## src/hdl/octave_value_noise_2d_assert.svh

```systemverilog
// Assertion macros shared by the octave value noise block.
// Each macro expects clk and rst to be in scope at the point of use.
`ifndef OCTAVE_VALUE_NOISE_2D_ASSERT_SVH
`define OCTAVE_VALUE_NOISE_2D_ASSERT_SVH

// Condition must imply consequence in the same cycle
`define OVN_ASSERT_IMPLIES(lbl, ante, cons, msg) \
  lbl: assert property (@(posedge clk) disable iff (rst) (ante) |-> (cons)) else $error(msg);

// Condition must imply consequence in the next cycle
`define OVN_ASSERT_NEXT(lbl, ante, cons, msg) \
  lbl: assert property (@(posedge clk) disable iff (rst) (ante) |=> (cons)) else $error(msg);

`endif

```

## src/hdl/ovn_pkg.sv

```systemverilog
// Shared types and constants for the octave value noise block.
// No dependencies; imported by the interfaces and all modules.
package ovn_pkg;

  // Seed grid is GRID_SIZE x GRID_SIZE; a power of two
  localparam int GRID_SIZE   = 128;

  localparam int SEED_W      = 16;
  localparam int COORD_W     = 7;
  localparam int OCT_W       = 4;
  localparam int DECAY_W     = 16;
  localparam int NOISE_W     = 16;
  localparam int SAMPLE_W    = 20;
  localparam int FRAC_EXTRA  = 4;
  localparam int WEIGHT_FRAC = 12;
  localparam int DECAY_INT   = 4;
  localparam int WEIGHT_ONE  = 4096;
  localparam int APB_DW      = 32;
  localparam int APB_AW      = 3;

  localparam logic [OCT_W-1:0]   OCTAVES_RESET = 4'd4;
  localparam logic [DECAY_W-1:0] DECAY_RESET   = 16'd2048;

  typedef enum logic [0:0] {
    OP_LOAD  = 1'b0,
    OP_QUERY = 1'b1
  } ovn_op_t;

  typedef enum logic [0:0] {
    REG_OCTAVES = 1'b0,
    REG_DECAY   = 1'b1
  } ovn_reg_t;

  // Corners of the pitch cell: north row is y1, west column is x1
  typedef enum logic [1:0] {
    CORNER_NW = 2'd0,
    CORNER_NE = 2'd1,
    CORNER_SW = 2'd2,
    CORNER_SE = 2'd3
  } ovn_corner_t;

  typedef enum logic [3:0] {
    ST_IDLE,
    ST_RD0,
    ST_RD1,
    ST_RD2,
    ST_RD3,
    ST_LAST,
    ST_LERPX,
    ST_LERPY,
    ST_MUL,
    ST_ADD,
    ST_DINIT,
    ST_DIV,
    ST_FIN
  } ovn_state_t;

  typedef struct packed {
    logic              wr_seed;
    logic              start;
    ovn_corner_t       corner;
    logic              shift_seed;
    logic              lerp_x;
    logic              lerp_y;
    logic              mul;
    logic              add;
    logic              div_init;
    logic              div_step;
    logic              out_load;
    logic [OCT_W-1:0]  oct;
  } ovn_cmd_t;

  typedef struct packed {
    logic div_last;
  } ovn_status_t;

endpackage

```

## src/hdl/ovn_ctrl.sv

```systemverilog
// Controller state machine: sequences seed reads, lerps, accumulation and division.
// Depends on ovn_pkg and the assertion macro header.
`include "octave_value_noise_2d_assert.svh"

module ovn_ctrl (
  input  logic                        clk,
  input  logic                        rst,
  input  logic                        in_valid,
  input  logic                        in_op,
  output logic                        in_ready,
  input  logic                        out_ready,
  output logic                        out_valid,
  input  logic [ovn_pkg::OCT_W-1:0]   cfg_octaves,
  input  ovn_pkg::ovn_status_t        status,
  output ovn_pkg::ovn_cmd_t           cmd
);
  import ovn_pkg::*;

  localparam int L    = $clog2(GRID_SIZE);
  localparam int MAXO = L + 1;

  ovn_state_t       state, state_next;
  logic [OCT_W-1:0] oct, oct_next;
  logic             out_valid_next;
  logic [OCT_W-1:0] n_eff;
  logic [OCT_W-1:0] last_oct;

  // Clamp the octave count to one through the count whose pitch is one
  always_comb begin
    if (cfg_octaves == '0) begin
      n_eff = OCT_W'(1);
    end else if (cfg_octaves > OCT_W'(MAXO)) begin
      n_eff = OCT_W'(MAXO);
    end else begin
      n_eff = cfg_octaves;
    end
    last_oct = n_eff - OCT_W'(1);
  end

  // State, octave counter and output valid
  always_ff @(posedge clk) begin
    if (rst) begin
      state     <= ST_IDLE;
      oct       <= '0;
      out_valid <= 1'b0;
    end else begin
      state     <= state_next;
      oct       <= oct_next;
      out_valid <= out_valid_next;
    end
  end

  // Next state and datapath commands
  always_comb begin
    state_next = state;
    oct_next   = oct;
    cmd        = '0;
    cmd.corner = CORNER_NW;
    cmd.oct    = oct;
    in_ready   = (state == ST_IDLE);
    case (state)
      ST_IDLE: begin
        if (in_valid) begin
          if (in_op == OP_LOAD) begin
            cmd.wr_seed = 1'b1;
          end else begin
            cmd.start  = 1'b1;
            oct_next   = '0;
            state_next = ST_RD0;
          end
        end
      end
      ST_RD0: begin
        cmd.corner = CORNER_NW;
        cmd.add    = 1'b1;
        state_next = ST_RD1;
      end
      ST_RD1: begin
        cmd.corner     = CORNER_NE;
        cmd.shift_seed = 1'b1;
        state_next     = ST_RD2;
      end
      ST_RD2: begin
        cmd.corner     = CORNER_SW;
        cmd.shift_seed = 1'b1;
        state_next     = ST_RD3;
      end
      ST_RD3: begin
        cmd.corner     = CORNER_SE;
        cmd.shift_seed = 1'b1;
        state_next     = ST_LAST;
      end
      ST_LAST: begin
        cmd.shift_seed = 1'b1;
        state_next     = ST_LERPX;
      end
      ST_LERPX: begin
        cmd.lerp_x = 1'b1;
        state_next = ST_LERPY;
      end
      ST_LERPY: begin
        cmd.lerp_y = 1'b1;
        state_next = ST_MUL;
      end
      ST_MUL: begin
        cmd.mul = 1'b1;
        if (oct == last_oct) begin
          state_next = ST_ADD;
        end else begin
          oct_next   = oct + OCT_W'(1);
          state_next = ST_RD0;
        end
      end
      ST_ADD: begin
        cmd.add    = 1'b1;
        state_next = ST_DINIT;
      end
      ST_DINIT: begin
        cmd.div_init = 1'b1;
        state_next   = ST_DIV;
      end
      ST_DIV: begin
        cmd.div_step = 1'b1;
        if (status.div_last) begin
          state_next = ST_FIN;
        end
      end
      ST_FIN: begin
        // Hold the result until the output register is free
        if (!out_valid || out_ready) begin
          cmd.out_load = 1'b1;
          state_next   = ST_IDLE;
        end
      end
      default: begin
        state_next = ST_IDLE;
      end
    endcase
    out_valid_next = (out_valid & ~out_ready) | cmd.out_load;
  end

  `OVN_ASSERT_IMPLIES(a_load_free, cmd.out_load, (!out_valid || out_ready), "result overwritten")
  `OVN_ASSERT_NEXT(a_load_valid, cmd.out_load, out_valid, "loaded result not presented")
  `OVN_ASSERT_NEXT(a_div_len, (state == ST_DINIT), !status.div_last, "divider too short")
  `OVN_ASSERT_NEXT(a_start_oct, cmd.start, (oct == '0), "query did not start at octave zero")

endmodule

```

## config.mk

```make
export PLATFORM = sky130hd
export DESIGN_NAME = ovn_ctrl
export DESIGN_NICKNAME = d
export VERILOG_FILES = /design/src/hdl/ovn_pkg.sv /design/src/hdl/ovn_ctrl.sv
export VERILOG_INCLUDE_DIRS = /design/src /design/src/hdl
export SDC_FILE = /design/constraint.sdc
export NUM_CORES = 1
export LEC_CHECK = 0
export BUFFER_PORTS_ARGS = -buffer_cell sky130_fd_sc_hd__buf_2
export CORE_UTILIZATION = 48
export DETAILED_ROUTE_END_ITERATION = 8
export PLACE_DENSITY = 0.84
export RECOVER_POWER = 50
export SLEW_MARGIN = 40
export SYNTH_ARGS = -nofsm -noshare
export SYNTH_HDL_FRONTEND = slang
export SYNTH_SLANG_ARGS = --single-unit
```

## constraint.sdc

```tcl
create_clock -name clk -period 2.6 [get_ports clk]
set_input_delay 0.39 -clock clk [delete_from_list [all_inputs] [get_ports clk]]
set_output_delay 0.39 -clock clk [all_outputs]
set_load 0.005 [all_outputs]
```

Yosys cells after proc, flatten, opt, wreduce, memory -nomap -nowiden
Cells that the tools add are included.
{ "word_totals": {"word_cells": 62, "output_inout_bits": 18, "reg_bits": 9, "input_bits": 10} }
{ "classes": {"n_reduce_logical": 9, "order_cmp": 1, "bitwise_logic": 3, "n_eq_ne": 18, "muxes": 26, "add_sub_neg": 2} }
{ "op_table": {"columns": ["operator", "n"], "rows": [
  ["4-bit case mux with 13 select lines", 1],
  ["4-bit two-way mux", 10],
  ["4-bit equality test (second input constant)", 5],
  ["4-bit by 3-bit equality test with 1-bit output (second input constant)", 4],
  ["1-bit two-way mux", 11],
  ["2-bit != test (second input constant)", 5],
  ["4-bit by 2-bit equality test with 1-bit output (second input constant)", 2],
  ["4-bit logical NOT", 2],
  ["4-bit case mux with 2 select lines", 1],
  ["4-bit AND reduction", 2],
  ["2-bit case mux with 3 select lines", 1],
  ["4-bit by 1-bit adder with 4-bit output (second input constant)", 1],
  ["4-bit by 1-bit equality test with 1-bit output (second input constant)", 1],
  ["4-bit equality test", 1],
  ["4-bit greater-than comparator (second input constant)", 1],
  ["2-bit two-way mux", 2],
  ["4-bit OR reduction", 1],
  ["4-bit by 1-bit subtractor with 4-bit output (second input constant)", 1],
  ["2-bit nonzero test", 1],
  ["2-bit OR reduction", 1],
  ["1-bit bitwise AND", 1],
  ["1-bit logical NOT", 1],
  ["1-bit logical OR", 1],
  ["1-bit inverter", 1],
  ["1-bit OR", 1]
]} }

Longest topological paths before layout
Gate-level depths: netlist of run 1.
{ "depth": {"word_depth": 7, "depth_mapped": 8, "mapped_depth_nobuf": 8} }

Worst setup path after synthesis of run 1
No wires, ideal clock.
{ "synth_path": {"path_type": "in2reg", "start": "in cfg_octaves[1] (netlist bit)", "end": "reg oct[1]", "setup_time_ns": 0.070, "required_ns": 2.530, "arrival_time_ns": 1.825, "n_path_buf": 0, "setup_slack_ns": 0.705, "stages": 8, "cell_sequence": "o21bai_1 nand2b_1 ha_1 xnor2_1 nor2_1 a31oi_4 or3b_1 a21oi_1"} }
{ "synth_between": {"elab_chain_len": 7, "elab_cells_between_ends": 8, "classes_between": "add/sub (1); order compare (1); eq/ne (2); mux (2); reduce/logical (2)"} }
{ "synth_rtl": {"columns": ["element", "line_no", "text"], "rows": [
  ["start: declaration", "ovn_ctrl.sv:13", "input logic [ovn_pkg::OCT_W-1:0] cfg_octaves,"],
  ["4-bit greater-than comparator", "ovn_ctrl.sv:32", "end else if (cfg_octaves > OCT_W'(MAXO)) begin"],
  ["4-bit two-way mux", "ovn_ctrl.sv:32", null],
  ["4-bit two-way mux (*)", "ovn_ctrl.sv:30", "if (cfg_octaves == '0) begin"],
  ["4-bit by 1-bit subtractor with 4-bit output (*)", "ovn_ctrl.sv:37", "last_oct = n_eff - OCT_W'(1);"],
  ["4-bit equality test (*)", "ovn_ctrl.sv:107", "if (oct == last_oct) begin"],
  ["2-bit != test (no line) (*)", null, null],
  ["4-bit AND reduction (no line) (*)", null, null],
  ["end signal: assignment", "ovn_ctrl.sv:48", "oct <= oct_next;"],
  ["end: declaration", "ovn_ctrl.sv:23", "logic [OCT_W-1:0] oct, oct_next;"]
]} }
Every way passes the cells marked *; elsewhere a longest branch is shown, timed or not.
A chain may end at the register's enable or synchronous reset.

==> flow_metrics.tcl, run 1 <==
set metrics [dict create \
    critical_path.max_stage_delay_ns 0.48 \
    series_of_cell_instances_along_the_critical_path "nor4_2 -> and3_1 -> buf_2" \
    fin_tns_setup_ns 0 \
    critPathMaxFanout 11 \
    finish.net_count 129 \
    fin_total_pwr_uw 322 \
    start_util 0.524 \
    core-area_sq_mm 0.00132 \
    die-width_um 39.9 \
    clk_pin_slew_worst_paths_ns 0.07 \
    fin_ws_ns 0.587 \
    yosysWarningCount 0 \
    startpoint "state[1]" \
    buffer_ports.inserted 27 \
    async_flop_share 0 \
    power.share.clock 0.329 \
    syn-mean-instance-area_sq_um 7.76 \
    critPathKind "register to primary output" \
    cts.repair_timing.setup_buffer_count 0 \
    postRouteAntennaNets 0 \
    n_antenna_cell 0 \
    place.gp.congestion 0.759 \
    rr_startpoint "state[3]" \
    top_level_ports 28 \
    grt_setup_unrepaired "no" \
    status "finished clean" \
    worst_slew_margin_rel 0.700 \
    number_of_enable_type_register_cells_in_the_synthesized_netlist 0 \
    top_usage_layer "met2" \
    power.sequential.fraction 0.463 \
    maxSlewViolCount 0 \
    dieArea_sq_mm 0.00159 \
    cts_sinks 9 \
    worstSetupStartpointType "register" \
    synth.most_common_cell "sky130_fd_sc_hd__nor2_1" \
    gr-usage-met3 0.0333 \
    min-delay-path-class "primary input to register" \
    cts_resized 0 \
    global_route_wire_length_before_repair_um 2230 \
    grt_max_degree 15 \
    tritoncts_clock_tree "yes" \
    synth.top_cells.by_area "sky130_fd_sc_hd__dfxtp_1 (26%), sky130_fd_sc_hd__nand2b_1 (7.2%), sky130_fd_sc_hd__nor2_1 (7.1%), sky130_fd_sc_hd__a21oi_1 (4.3%), sky130_fd_sc_hd__nand2_1 (3.8%)" \
    antenna_violations_before_repair 0 \
    routed_wire_length_per_instance_um 11.8 \
    ys_top_cells_by_count "sky130_fd_sc_hd__nor2_1 (13), sky130_fd_sc_hd__dfxtp_1 (9), sky130_fd_sc_hd__nand2b_1 (8)" \
    total_switching_power_uw 91.5 \
    htreeDepth 1 \
    internal_power_uw 231 \
    total_half_perimeter_wirelength_after_legalization_and_detailed_placement_um 1230 \
    post-route-min-period_ns 2.01 \
    switching_share 0.284 \
    pre_cts_ws_ns 0.488 \
    post-route-drc-count 0 \
    route.final.wire_length_um 1550 \
    combPwrFrac 0.207 \
    worst_hold_startpoint "rst" \
    cellPowerDensity_mw_per_mm2 383 \
    clk_root_buffer_cell "sky130_fd_sc_hd__clkbuf_4" \
    number_of_global_route_vias_before_repair 576 \
    numCtsBuffers 3 \
    vias_per_cell 5.63 \
    synth_top_flop_cell "sky130_fd_sc_hd__dfxtp_1" \
    post_synth_num_cell_types 35 \
    num_vias 737 \
    cts.path.max_buffers 2 \
    groute.layer.met1.usage 0.264 \
    worst_clock_skew_ns 0.0102 \
    holdBufCountCts 0 \
    detailedRoute.firstIterationViolations 21 \
    worst_slew_pin_slew_ns 0.449 \
    syn_inst 89 \
    max_cap_viol_count 0 \
    insertion_delay_to_the_later_sink_of_the_worst_skew_pair_ns 0.26 \
    critical_path_data_arrival_time_ns 1.62 \
    drive_above_1_share 0.250 \
    synth_fp_nets 101 \
    crit_required_ns 2.21 \
    post_route_fraction_of_the_period_consumed_by_the_critical_path 0.774 \
    overflow 0 \
    ys_seq_elements 9 \
    global_route.usage.met2 0.351 \
    final-setup-viol-count 0 \
    grtUsageTotal 0.212 \
    worst_ir_drop_vdd_mv 0.296 \
    critical_path.endpoint_type "primary output" \
    syn-cell-area_sq_um 691 \
    first_pass_iters 4 \
    p_leak_nw 0.376 \
    netlist.area_leader.share 0.261 \
    die_h_um 39.9 \
    row_count 13 \
    achievable-frequency_mhz 497 \
    critPathSlowestCell "sky130_fd_sc_hd__nor4_2" \
    timing.final.hold_violations 0 \
    flow.area_growth_from_synthesis_pct 21.9 \
    yosys.area.top_type "sky130_fd_sc_hd__dfxtp_1" \
    yosysSeqAreaShare 0.261 \
]
## per-stage QoR
step	util	instance area [sq um]	std cells	hold slack, ns
2_1_floorplan	-	691	89	0.459
3_3_place_gp	0.629	828	127	0.508
3_5_place_dp	0.629	828	127	0.517
4_1_cts	0.649	855	131	0.376
5_1_grt	0.639	842	131	0.374
6_report	0.639	842	131	0.377
## area by class of cell
| type | instances | area, sq um |
|---|---|---|
| tap | 15 | 18.8 |
| fill | 121 | 475 |
| multi-input combinational | 74 | 479 |
| inverter | 2 | 7.51 |
| sequential | 9 | 180 |
| timing repair buffer | 27 | 130 |
| clock buffer | 4 | 26.3 |
## worst max-delay path, delay by kind of cell (launching register included)
kind | cells | cell delay (ns)
simple gates | 2 | 0.79
buf+inv | 1 | 0.14
flops | 1 | 0.43
## power by group through the flow
stage               logic (mW)  registers, mW  clock network [mW]
floorplan               0.0504          0.145                   0
global placement        0.0668          0.152                   0
detailed placement      0.0693          0.152                   0
CTS                     0.0697          0.149               0.109
global route            0.0742          0.150               0.118
finish                  0.0668          0.149               0.106
## layout by cell type (no fill, tap or decap), types with 2 or more instances in the layout
cell type,instances
sky130_fd_sc_hd__a21o_1,3
sky130_fd_sc_hd__a21oi_1,6
sky130_fd_sc_hd__a311oi_1,2
sky130_fd_sc_hd__and3_1,3
sky130_fd_sc_hd__buf_2,22
sky130_fd_sc_hd__clkbuf_1,5
sky130_fd_sc_hd__clkbuf_4,3
sky130_fd_sc_hd__dfxtp_1,9
sky130_fd_sc_hd__ha_1,2
sky130_fd_sc_hd__inv_1,2
sky130_fd_sc_hd__nand2_1,7
sky130_fd_sc_hd__nand2b_1,8
sky130_fd_sc_hd__nand3_1,3
sky130_fd_sc_hd__nor2_1,13
sky130_fd_sc_hd__nor2b_1,2
sky130_fd_sc_hd__o21a_1,2
sky130_fd_sc_hd__or3_1,2
sky130_fd_sc_hd__xnor2_1,4
## path summary, 6_finish.rpt
check | to | slack [ns] | cells past startpoint
max | cmd[14] | 0.59 | 3
min | oct[1] | 0.38 | 2
max reg2reg | oct[3] | 0.83 | 5
min reg2reg | out_valid | 0.52 | 2
## flip-flops by register name, indices dropped and copies added (netlist names)
name,cells
out_valid,1
oct,4
state,4
## per-layer routing
layer,up-vias,share of wire
li1,373,-
met1,338,0.45
met2,24,0.48
met3,2,0.057
met4,0,0.0078
met5,-,0
## cell families (layout without fill, tap and decap cells)
group	after synthesis	count (layout)	synth area share
AOI/OAI and AO/OA	21	21	0.230
xor gates and xnor gates	5	5	0.0743
adders and majority gates	2	2	0.0362
buffers and inverters	6	33	0.0344
DFF	9	9	0.261
and+or+nand+nor	46	46	0.364
(Power assumes the default switching activity.)
==> inputs of run 2 (changes only) <==
- ABC_AREA: unset -> 1
- CORE_UTILIZATION: 48 -> 47
- PLACE_DENSITY: 0.84 -> 0.81
- clock period: 2.6 -> 2 ns (I/O delays scaled with it)
==> flow_metrics.tcl, run 2 <==
set metrics [dict create \
    status "finished clean" \
    combinational_family_with_the_most_area_after_synthesis "simple AND/OR/NAND/NOR gates" \
    insertion_delay_to_the_later_sink_of_the_worst_skew_pair_ns 0.26 \
    biggestRegsByFlops "oct x4, state x4, out_valid x1" \
    worst_slew_pin_slew_ns 0.317 \
    antenna_violations_before_repair 0 \
    p_leak_nw 0.499 \
    synth_top_flop_cell "sky130_fd_sc_hd__dfxtp_1" \
    place_inst 163 \
    cts.path.max_buffers 2 \
    yosys.area.top_type "sky130_fd_sc_hd__dfxtp_1" \
    critical_path_data_arrival_time_ns 1.41 \
    achievable-frequency_mhz 586 \
    pre_cts_ws_ns 0.168 \
    grt_setup_unrepaired "no" \
    syn-cell-area_sq_um 731 \
    clk_root_buffer_cell "sky130_fd_sc_hd__clkbuf_4" \
    num_vias 858 \
    vias_per_cell 5.14 \
    total_half_perimeter_wirelength_after_legalization_and_detailed_placement_um 1340 \
    cts.repair_timing.setup_buffer_count 0 \
    htreeDepth 1 \
    finish.net_count 165 \
    critical-path-top-delay-family "simple AND/OR/NAND/NOR gates" \
    ys_top_cells_by_count "sky130_fd_sc_hd__nand2_1 (32), sky130_fd_sc_hd__inv_1 (19), sky130_fd_sc_hd__nor2_1 (16)" \
    die_h_um 41.4 \
    min-delay-path-class "primary input to register" \
    muxShareOfSynthArea 0 \
    netlist.area_leader.share 0.247 \
    detailedRoute.firstIterationViolations 18 \
    critPathKind "register to primary output" \
    critPathMaxFanout 7 \
    most_used_cells_in_the_layout_excluding_fill_and_tap_cells "sky130_fd_sc_hd__nand2_1 (32), sky130_fd_sc_hd__buf_2 (25), sky130_fd_sc_hd__inv_1 (20)" \
    syn_inst 122 \
    fin_ws_ns 0.294 \
    synth.top_cells.by_area "sky130_fd_sc_hd__dfxtp_1 (25%), sky130_fd_sc_hd__nand2_1 (16%), sky130_fd_sc_hd__inv_1 (9.8%), sky130_fd_sc_hd__nor2_1 (8.2%), sky130_fd_sc_hd__nand3_1 (7.5%)" \
    drive_above_1_share 0.243 \
    tritoncts_clock_tree "yes" \
    compound_gate_fraction_of_synth_area 0.142 \
    global_route_wire_length_before_repair_um 2760 \
    cellPowerDensity_mw_per_mm2 831 \
    post-route-drc-count 0 \
    timing.final.hold_violations 0 \
    final-setup-viol-count 0 \
    synth_fp_nets 134 \
    maxSlewViolCount 0 \
    ys_seq_elements 9 \
    multiInputGateArea_sq_um 450 \
    dieArea_sq_mm 0.00172 \
    max_cap_viol_count 0 \
    critPathSlowestCell "sky130_fd_sc_hd__dfxtp_1" \
    flow.area_growth_from_synthesis_pct 22.1 \
    post_route_fraction_of_the_period_consumed_by_the_critical_path 0.853 \
    first_pass_iters 5 \
    yosysWarningCount 0 \
    worst_ir_drop_vdd_mv 0.510 \
    routed_wire_length_per_instance_um 9.78 \
    worst_slew_margin_rel 0.788 \
    post-route-min-period_ns 1.71 \
    yosysSeqAreaShare 0.247 \
    number_of_global_route_vias_before_repair 730 \
    synth.most_common_cell "sky130_fd_sc_hd__nand2_1" \
    syn-mean-instance-area_sq_um 5.99 \
    critical_path.max_stage_delay_ns 0.36 \
    row_count 13 \
    post_synth_num_cell_types 20 \
    holdBufCountCts 0 \
    top_level_ports 28 \
    buffer_ports.inserted 27 \
    number_of_enable_type_register_cells_in_the_synthesized_netlist 0 \
    grtUsageTotal 0.195 \
    cts_resized 0 \
    synth_xor_xnor_area_share 0.0240 \
    post-route-util 0.653 \
    start_util 0.535 \
    seq_area_sq_um 180 \
    mostFrequentLayoutCell "sky130_fd_sc_hd__nand2_1" \
    num-fill-cells 151 \
    worstSetupStartpointType "register" \
    fin_tns_setup_ns 0 \
    place.gp.congestion 0.896 \
    fin_total_pwr_uw 741 \
    core-area_sq_mm 0.00137 \
    share_of_synthesized_cell_area_in_full_adder_half_adder_and_majority_cells 0.0342 \
    series_of_cell_instances_along_the_critical_path "inv_2 -> nand2_2 -> nor2_1 -> nand3_4 -> inv_1 -> buf_2" \
    postRouteAntennaNets 0 \
    clk_pin_slew_worst_paths_ns 0.07 \
    synth_simple_gate_area_share 0.426 \
    die-width_um 41.4 \
    buffers_inverters_on_critical_path 3 \
    route.final.wire_length_um 1630 \
    crit_required_ns 1.70 \
    overflow 0 \
    critical_path.endpoint_type "primary output" \
    count_of_placed_standard_cells_in_the_final_layout_fillers_left_out 167 \
    r2r_slack_ns 0.60 \
    grt_max_degree 9 \
    numCtsBuffers 3 \
    async_flop_share 0 \
    n_antenna_cell 0 \
    worst_clock_skew_ns 0.00517 \
    cts_sinks 9 \
]
run 2: worst register-to-register path: cells and delay by family (launching register included):
| family | cells | cell delay (ns) |
|---|---|---|
| and+or+nand+nor | 4 | 0.59 |
| buffers and inverters | 2 | 0.15 |
| DFF | 1 | 0.36 |
| AOI/OAI and AO/OA | 2 | 0.18 |
run 2: report_power, final:
group / internal, mW / leakage (nW) / switching (mW)
Combinational: 0.140 / 0.411 / 0.218
Sequential: 0.209 / 0.0734 / 0.0334
Clock: 0.0768 / 0.0150 / 0.0638
run 2: final timing paths:
check | start | end | depth (start not counted)
worst min-delay path | rst | state[1] | 2
worst min register to register | out_valid | out_valid | 2
worst max register to register | state[2] | state[2] | 8
worst max-delay path | state[2] | cmd[14] | 6
run 2: cells by family after synthesis:
logic type / count (synthesis)
xor+xnor: 2
simple gates: 69
buf+inv: 23
compound gates: 17
fa+ha+maj: 2
flops: 9
run 2: metrics by stage:
stage          hold WS, ns  area, sq um
5_1_grt              0.313          892
3_3_place_gp         0.476          875
4_1_cts              0.307          901
3_5_place_dp         0.490          875
2_1_floorplan        0.484          731
6_report             0.309          892
run 2: cell type report:
cell class	instances	share of cell area
clock buffers	4	0.0295
multi-input cells	90	0.505
inverters	22	0.0926
repair buffers	27	0.150
well taps	15	0.0210
flip-flops and latches	9	0.202
run 2: per-layer routing:
metal | GRT usage | share of wire | up-vias
li1 | - | - | 446
met1 | 0.252 | 0.47 | 379
met2 | 0.325 | 0.47 | 31
met3 | 0.0174 | 0.060 | 2
met4 | 0.0903 | 0.0037 | 0
met5 | 0 | 0 | -
==> inputs of run 3 (changes only) <==
- ABC_AREA: 1 -> unset
- BUFFER_PORTS_ARGS: -buffer_cell sky130_fd_sc_hd__buf_2 -> unset
- CORE_UTILIZATION: 47 -> 48
- DONT_BUFFER_PORTS: unset -> 1
- PLACE_DENSITY: 0.81 -> 0.67
==> flow_metrics.tcl, run 3 (synthesized netlist as in run 1, its figures left out) <==
set metrics [dict create \
    critical_path_data_arrival_time_ns 1.44 \
    cts.path.max_buffers 2 \
    achievable-frequency_mhz 575 \
    timing.hold.worst_endpoint "out_valid" \
    worstSetupStartpointType "register" \
    grtUsageTotal 0.213 \
    worst_ir_drop_vdd_mv 0.284 \
    most_used_cells_in_the_layout_excluding_fill_and_tap_cells "sky130_fd_sc_hd__nor2_1 (13), sky130_fd_sc_hd__dfxtp_1 (9), sky130_fd_sc_hd__nand2b_1 (8)" \
    critPathKind "register to primary output" \
    top_level_ports 28 \
    mostFrequentLayoutCell "sky130_fd_sc_hd__nor2_1" \
    crit_required_ns 1.70 \
    cellPowerDensity_mw_per_mm2 555 \
    core-area_sq_mm 0.00132 \
    start_util 0.524 \
    worst_hold_startpoint "rst" \
    die_h_um 39.9 \
    worst_clock_skew_ns 0.00282 \
    post_route_fraction_of_the_period_consumed_by_the_critical_path 0.870 \
    rr_endpoint "oct[1]" \
    route.final.wire_length_um 1580 \
    routed_wire_length_per_instance_um 14.7 \
    final_cell_area_sq_um 738 \
    die-width_um 39.9 \
    min-delay-path-class "primary input to register" \
    r2r_slack_ns 0.38 \
    holdBufCountCts 0 \
    antenna_violations_before_repair 0 \
    num_vias 643 \
    cts_resized 0 \
    cts_sinks 9 \
    final-setup-viol-count 0 \
    grt_setup_unrepaired "no" \
    worst_slew_margin_rel 0.651 \
    place.gp.congestion 0.718 \
    post-route-min-period_ns 1.74 \
    clk_root_buffer_cell "sky130_fd_sc_hd__clkbuf_4" \
    status "finished clean" \
    worst_slew_pin_slew_ns 0.523 \
    cts.repair_timing.setup_buffer_count 0 \
    grt_max_degree 14 \
    tritoncts_clock_tree "yes" \
    worst_hold_path_depth 1 \
    max_cap_viol_count 0 \
    post-route-drc-count 0 \
    numCtsBuffers 3 \
    finish.net_count 105 \
    rr_worst_depth 5 \
    rr_startpoint "oct[2]" \
    row_count 13 \
    overflow 0 \
    insertion_delay_to_the_later_sink_of_the_worst_skew_pair_ns 0.26 \
    p_leak_nw 0.279 \
    n_antenna_cell 0 \
    buffer_ports.inserted 0 \
    vias_per_cell 6.01 \
    number_of_global_route_vias_before_repair 569 \
    global_route_wire_length_before_repair_um 2220 \
    critPathMaxFanout 12 \
    clk_pin_slew_worst_paths_ns 0.07 \
    first_pass_iters 4 \
    drive_above_1_share 0.0978 \
    placement.cell_area_sq_um 716 \
    detailedRoute.firstIterationViolations 11 \
    postRouteAntennaNets 0 \
    fin_tns_setup_ns 0 \
    maxSlewViolCount 0 \
    startpoint "state[2]" \
    dieArea_sq_mm 0.00159 \
    timing.final.hold_violations 0 \
    htreeDepth 1 \
    flow.area_growth_from_synthesis_pct 6.88 \
    critical_path.endpoint_type "primary output" \
    biggestRegsByFlops "oct x4, state x4, out_valid x1" \
    total_half_perimeter_wirelength_after_legalization_and_detailed_placement_um 1230 \
]
==> run 3: changes by cell type in the layout (fill, tap and decap cells not counted), moves of 4 or more <==
cell,previous run,this run
sky130_fd_sc_hd__nand2b_1,0,8
sky130_fd_sc_hd__nor2_1,17,13
sky130_fd_sc_hd__nand2_2,4,0
sky130_fd_sc_hd__nand2_1,32,7
sky130_fd_sc_hd__buf_2,25,0
sky130_fd_sc_hd__inv_1,20,2
sky130_fd_sc_hd__o21ai_0,5,0
sky130_fd_sc_hd__nand3_1,11,3
==> run 3: where the power goes <==
group / internal [mW] / switching, mW / leakage [nW]
Sequential: 0.183 / 0.0107 / 0.0728
Combinational: 0.0324 / 0.0383 / 0.191
Clock: 0.0770 / 0.0681 / 0.0150
Total: 0.292 / 0.117 / 0.279
==> run 3: cell type report <==
cell class              count  area (sq um)
fillers                   132           579
multi-input cells          74           487
flip-flops and latches      9           180
clock buffers               4          26.3
repair buffers              3          18.8
well taps                  15          18.8
inverters                   2          7.51
==> run 3: critical path, cell delays in order, from the launching register on <==
cell	delay (ns)
sky130_fd_sc_hd__dfxtp_1	0.37
sky130_fd_sc_hd__clkbuf_1	0.43
sky130_fd_sc_hd__xnor2_1	0.16
sky130_fd_sc_hd__nor3_1	0.21
==> run 3: worst max-delay path by stage <==
stage               endpoint  slack, ns  cells past startpoint
floorplan             oct[1]       0.20                      8
global placement      oct[1]       0.15                      8
detailed placement    oct[1]      0.003                      8
CTS                   oct[1]       0.28                      8
global route          cmd[9]       0.16                      3
finish               cmd[12]       0.26                      3
==> run 3: layer usage <==
layer | track usage | wire [um] | up-vias
li1 | - | - | 321
met1 | 0.213 | 648 | 299
met2 | 0.383 | 812 | 19
met3 | 0.0556 | 74 | 4
met4 | 0.138 | 40 | 0
met5 | 0 | 0 | -
==> run 3: stage by stage <==
| step | hold WS, ns | power, mW | setup slack [ns] | cells | utilization |
|---|---|---|---|---|---|
| 6_report | 0.0975 | 0.410 | 0.261 | 107 | 0.560 |
| 5_1_grt | 0.0887 | 0.430 | 0.162 | 107 | 0.560 |
| 4_1_cts | 0.0908 | 0.414 | 0.278 | 107 | 0.563 |
| 3_5_place_dp | 0.373 | 0.269 | 0.00304 | 103 | 0.543 |
| 3_3_place_gp | 0.371 | 0.268 | 0.151 | 103 | 0.543 |
| 2_1_floorplan | 0.369 | 0.255 | 0.195 | 89 | - |
